[src/hdl/pcsb_pkg.sv]
`default_nettype none
// ----------------------------------------------------------------------------
// pcsb_pkg: shared types and constants
// Command codes, widths and table constants for the per-class budget table.
// ----------------------------------------------------------------------------
package pcsb_pkg;
    localparam int TableDepthDefault = 16;
    localparam logic [1:0] CMD_LOAD  = 2'd0;
    localparam logic [1:0] CMD_RESET = 2'd1;
    localparam logic [1:0] CMD_FIT   = 2'd2;
    localparam logic [31:0] UNLIMITED = 32'hFFFF_FFFF;
    localparam logic [31:0] LOW_MARK = 32'd10;

    typedef logic [15:0] key_t;
    typedef logic [31:0] size_t;
    typedef logic [16:0] ratio_t;

    // operation carried along the chain
    typedef struct packed {
        logic         go;
        logic         load;
        logic         rst_budget;
        logic         fit;
        logic         found;
        logic         accept;
        logic         full;
        key_t         key;
        size_t        limit;
        ratio_t       ratio;
        size_t        fit_size;
        logic [48:0]  packed_shift;
        logic [32:0]  den;
        size_t        total;
    } op_t;
endpackage
`default_nettype wire

[src/hdl/pcsb_cell.sv]
`default_nettype none
// ----------------------------------------------------------------------------
// pcsb_cell: one table entry
// Holds one entry; serves load, budget reset and fit as the item passes by,
// adds its share to the running total and hands the item to the next cell.
// ----------------------------------------------------------------------------
module pcsb_cell
(
    input  wire logic          clk,
    input  wire logic          rst_n,
    input  wire pcsb_pkg::op_t op_in,
    output pcsb_pkg::op_t      op_out
);
    import pcsb_pkg::*;

    key_t   key_reg;
    size_t  max_reg;
    ratio_t ratio_reg;
    size_t  rem_reg, rem_next;
    logic   valid_reg, valid_next;
    op_t    op_reg, op_next;
    logic [49:0] rhs;
    logic   ratio_bad;
    logic   match;
    logic   take_load;
    size_t  rem_less;

    assign take_load  = op_in.go && op_in.load && !valid_reg;
    assign match      = op_in.go && op_in.fit && valid_reg && !op_in.found
                        && (key_reg == op_in.key);
    assign rhs        = {33'd0, ratio_reg} * {17'd0, op_in.den};
    assign ratio_bad  = {1'b0, op_in.packed_shift} > rhs;
    assign rem_less   = rem_reg - op_in.fit_size;
    assign valid_next = valid_reg || take_load;
    assign op_out     = op_reg;

    always_comb
    begin
        rem_next     = rem_reg;
        op_next      = op_in;
        op_next.load = op_in.load && !take_load;
        if (take_load)
        begin
            rem_next = op_in.limit;
        end
        if (op_in.go && op_in.rst_budget && valid_reg)
        begin
            rem_next = max_reg;
        end
        if (match)
        begin
            op_next.found = 1'b1;
            if (!ratio_bad)
            begin
                if (rem_reg == UNLIMITED)
                begin
                    op_next.accept = 1'b1;
                end
                else if (rem_reg >= op_in.fit_size)
                begin
                    op_next.accept = 1'b1;
                    rem_next       = rem_less;
                end
            end
        end
        if (op_in.go && valid_next && rem_next != UNLIMITED)
        begin
            op_next.total = op_in.total + {rem_next[30:0], 1'b0}
                            + ((rem_next < LOW_MARK) ? LOW_MARK : '0);
        end
    end

    always_ff @(posedge clk or negedge rst_n)
    begin
        if (!rst_n)
        begin
            valid_reg <= 1'b0;
            op_reg    <= '0;
        end
        else
        begin
            valid_reg <= valid_next;
            op_reg    <= op_next;
        end
    end

    always_ff @(posedge clk)
    begin
        if (take_load)
        begin
            key_reg   <= op_in.key;
            max_reg   <= op_in.limit;
            ratio_reg <= op_in.ratio;
        end
        rem_reg <= rem_next;
    end
endmodule
`default_nettype wire

[config.mk]
export PLATFORM = sky130hd
export DESIGN_NAME = pcsb_cell
export DESIGN_NICKNAME = d
export VERILOG_FILES = /design/src/hdl/pcsb_pkg.sv /design/src/hdl/pcsb_cell.sv
export SDC_FILE = /design/constraint.sdc
export NUM_CORES = 2
export LEC_CHECK = 0
export BUFFER_PORTS_ARGS = -buffer_cell sky130_fd_sc_hd__buf_2
export CAP_MARGIN = 10
export CORE_UTILIZATION = 23
export DETAILED_ROUTE_END_ITERATION = 8
export SKIP_CTS_REPAIR_TIMING = 1
export SLEW_MARGIN = 20
export SYNTH_ARGS = -nofsm -noshare
export SYNTH_HDL_FRONTEND = slang
export SYNTH_SLANG_ARGS = --single-unit
export TNS_END_PERCENT = 50
[constraint.sdc]
create_clock -name clk -period 17.4 [get_ports clk]
set_input_delay 0.87 -clock clk [delete_from_list [all_inputs] [get_ports clk]]
set_output_delay 0.87 -clock clk [all_outputs]
set_load 0.02 [all_outputs]
# --- Word-level counts from Yosys, hierarchy flattened ---
# Index checks and enable logic that the tools add are counted.
totals:
  reg_bits: 316
op_classes:
  mul: 1
  n_lt_le_gt_ge: 3
  n_addsub: 3
  n_reduce_logical: 15
  n_mux: 12
  n_eq_ne: 3
ops:
  columns: ["operator", "n"]
  rows:
  - ["32-bit 2-to-1 mux", 7]
  - ["49-bit by 50-bit greater-than comparator with 1-bit output", 1]
  - ["17-bit by 33-bit multiplier with 50-bit output", 1]
  - ["32-bit adder", 1]
  - ["32-bit by 4-bit adder with 32-bit output", 1]
  - ["32-bit equality test (second input constant)", 1]
  - ["32-bit >= comparator", 1]
  - ["32-bit by 4-bit < comparator with 1-bit output (second input constant)", 1]
  - ["32-bit inequality test (second input constant)", 1]
  - ["32-bit subtractor", 1]
  - ["16-bit equality test", 1]
  - ["1-bit logical AND", 11]
  - ["4-bit 2-to-1 mux", 1]
  - ["1-bit zero test", 3]
  - ["1-bit 2-to-1 mux", 3]
  - ["2-bit 2-to-1 mux", 1]
  - ["1-bit logical OR", 1]

# --- Depth between registers and ports, before layout ---
depth:
  ltp_word: 12
  depth_mapped: 56
  depth_no_buf: 52

# --- Worst setup path after synthesis ---
# OpenSTA, ideal clock, no wires.
synth_timing:
  kind: "input port to flip-flop"
  start: "in op_in[43] (netlist bit)"
  end: "reg op_reg (netlist bit op_out[28])"
  setup_ps: 125
  setup_slack_ps: 4342
  n_path_buf: 2
  arrival_time_ps: 12933
  stages: 47
  t_required_ps: 17275
  path_cell_list: "clkbuf_1 -> nand2_1 -> fa_1 -> fa_1 -> fa_1 -> inv_1 -> fa_1 -> fa_1 -> inv_1 -> fa_1 -> inv_1 -> ha_1 -> a21o_1 -> a221o_1 -> a31oi_2 -> nand2_1 -> a21oi_1 -> o21ai_0 -> [11 not listed] -> buf_6 -> mux2i_1 -> or4_1 -> or4b_1 -> nor3_1 -> ha_1 -> fa_1 -> a21o_1 -> a21o_1 -> a21boi_0 -> o31ai_1 -> a31oi_1 -> o21ai_0 -> a41o_1 -> a221o_1 -> a311oi_1 -> nor2_1 -> mux2_2"
synth_rtl:
  columns: ["item", "line_no", "source"]
  rows:
  - ["start, declared", "pcsb_cell.sv:11", "input wire pcsb_pkg::op_t op_in,"]
  - ["end signal, assigned", "pcsb_cell.sv:83", "op_reg <= op_next;"]
  - ["end, declared", "pcsb_cell.sv:21", "op_t op_reg, op_next;"]

==> qor.txt <==
reg2reg end: op_out[30]
area of the multi-input gates: 21,740 sq um
CTS Buffer Depth: 3
number of failing hold endpoints at the final stage: 0
Main synth FF type: dfrtp_1
Placed Area: 37,050 sq um
type of the worst setup path: register to register
First-pass DRT Iterations: 5
DR vias: 25,230
Synth warnings: 0
DR vias/cell: 4.422
CTS tree: built
post-synthesis mux area share: 0.02545
# rows: 138
fin crit period: 15,190 ps
CP Capture Type: register
R2R Path Start: ratio_reg[13]
TNS Setup: 0 ps
stages on the worst setup path: 49
main combinational cell family by area after synthesis: adder cells
async set or reset register ratio after synthesis: 0.6930
Worst setup startpoint: ratio_reg[13]
Max-Cap Viols: 0
final setup vio count: 0
Port Buffer Count: 437
crit-path max cell delay: 870 ps
initial antenna violation count: 15
simple-gate share of the synthesized area: 0.1399
worst path arrival time: 15,670 ps
Max FO, Critical Path: 19
Post-synth EDFFs: 65
commonest non-fill, non-tap cell in the layout: inv_1
Final HPWL DP: 87,600 um
Max Freq: 0.06584 GHz
Final Cell Area: 38,500 sq um
Worst IR Drop VDD: 163.2 uV
Net Count, Synth: 4,345
max FFs per register: 218
vias in the first global route: 26,030
Area contributors post-synth: fa_1 29%, dfrtp_1 17%, ha_1 10%, inv_1 7.4%, edfxtp_1 6.0%
final wirelength: 107,400 um
fillers: 15,090
core area: 141,400 sq um
die span in y: 379.3 um
slowest CP cell: edfxtp_1
Final Max Tran Viols: 0
leakage power: 18.92 nW
WL/cell: 18.83 um
Rel. slew slack: 0.2743
status: complete, no violations
area of the die: 143,900 sq um
iteration-0 DRC count of the detailed router: 1,589
Least-Margin Pin Slew: 1075 ps
area leader, netlist: fa_1
Worst R2R Setup Slack: 2210 ps
Post-Syn Area per Cell: 9.646 sq um
antenna-violating nets left: 0
Seq/Total Area, Yosys: 0.2465
Post-Synth Adder-Cell Area: 0.3860
placer congestion estimate: 0.8826
H-tree depth: 2
Synth Instances: 3,395
Congestion Overflow GR: 0
crit path buf inv count: 5
P per Cell Area: 159.4 nW/um^2
period utilization: 0.8729
Clock Skew: 34.72 ps
GRT Overall Usage: 0.1496
layout cell share with drive strength beyond 1: 0.1543
Netlist Area Pre-Place: 32,750 sq um
largest net degree at the start of global routing: 69
Area Overhead vs Synth: 17.57%
root buf cell: clkbuf_16
Clock Pin Slew Worst Setup and Hold Paths: 60 ps
Synth Area in Compound Gates: 0.08325
Post-Synth XOR/XNOR Area: 0.02915
Clk Latency, worst-skew pair: 640 ps
most used cell, CP: fa_1
area share of the largest cell type after synthesis: 0.2855
FF-to-FF path depth: 49
Design Power: 6.138 mW
Top Ports: 438
CTS sink cnt: 316
Yosys reg bits: 316
RSZ-0062 raised after global routing: false
commonest cells after routing, fill and taps aside: 647 x inv_1, 484 x nand2_1, 467 x fa_1
chip width: 379.3 um
CP endpoint: op_out[30]
WP data required: 17,880 ps
first-pass GRT wire length: 160,200 um
delay-heaviest family, CP: compound AO/OA/AOI/OAI gates
HP Class: input pin to async pin
DRC errors left: 0
cts bufs inserted: 42
layout net count: 4,726
Distinct cells, synth: 73
type of origin of the critical path: register
initial core utilization: 0.2316
Register Area: 8073 sq um
[cell type report]
cell class              count  area share
repair buffers            468     0.06311
multi-input cells        2300      0.5647
clock inverters            25    0.008091
diodes                      5   0.0003249
well taps                1890     0.06142
flip-flops and latches    316      0.2097
clock buffers              53     0.02944
inverters                 648     0.06324
[cells by family after synthesis]
kind of cell    count (synthesis)
simple gates                  953
flops                         316
mux                            79
buf+inv                       779
fa+ha+maj                     730
compound gates                429
xor+xnor                      109
[per-stage QoR]
step	utilization	setup slack [ps]	instances	hold slack (ps)
global route	0.2722	1270	5701	95.02
detailed placement	0.2620	2280	5622	532.0
CTS	0.2722	2359	5700	71.68
floorplan	-	4342	3395	475.0
finish	0.2723	2212	5705	102.5
global placement	0.2620	2479	5622	514.9
[worst min-delay path by stage]
stage | startpoint | slack (ps) | end | cells past startpoint
2_1_floorplan | valid_reg | 480 | valid_reg | 1
3_3_place_gp | valid_reg | 510 | valid_reg | 1
3_5_place_dp | valid_reg | 530 | valid_reg | 1
4_1_cts | rst_n | 70 | op_out[135] | 1
5_1_grt | rst_n | 100 | op_out[135] | 1
6_report | rst_n | 100 | op_out[135] | 1
[where the power goes]
part | leakage [nW] | switching (mW) | internal (mW)
clock network | 0.700 | 0.404 | 0.519
registers | 3.40 | 0.0235 | 0.803
logic | 14.8 | 2.57 | 1.82
[synth_stat cells, types with 4 or more instances]
cell type,n
inv_1,647
edfxtp_1,65
o21bai_1,19
nor4_1,17
or2_2,5
xnor2_1,58
or4_1,9
ha_1,263
a31oi_1,19
nor2b_1,12
nor3_1,27
a221o_1,4
clkbuf_1,120
o41a_1,4
a21o_1,61
fa_1,467
nand2b_1,15
a31o_2,4
a21boi_0,7
o21a_1,9
a21oi_1,149
mux2_2,34
or3_1,9
nand4_1,33
and3_1,23
a2111oi_0,5
and2_1,193
buf_2,8
nand4b_1,9
nor3b_1,6
dfrtp_1,219
o21ai_0,81
nand3_1,26
dfxtp_1,32
a311oi_1,5
mux2i_1,45
nor2_1,71
a211oi_1,13
o211ai_1,11
and4_1,4
xor2_1,51
nand2_1,484
[routing by layer]
layer | part of all wire | wire [um] | vias to the layer above | GRT usage
li1 | - | - | 11520 | -
met1 | 0.41 | 44140 | 12570 | 0.1861
met2 | 0.47 | 50650 | 935 | 0.2485
met3 | 0.078 | 8401 | 195 | 0.03611
met4 | 0.039 | 4181 | 8 | 0.05782
met5 | 0.00048 | 52 | - | 0
Power figures use the tool's default switching activity.
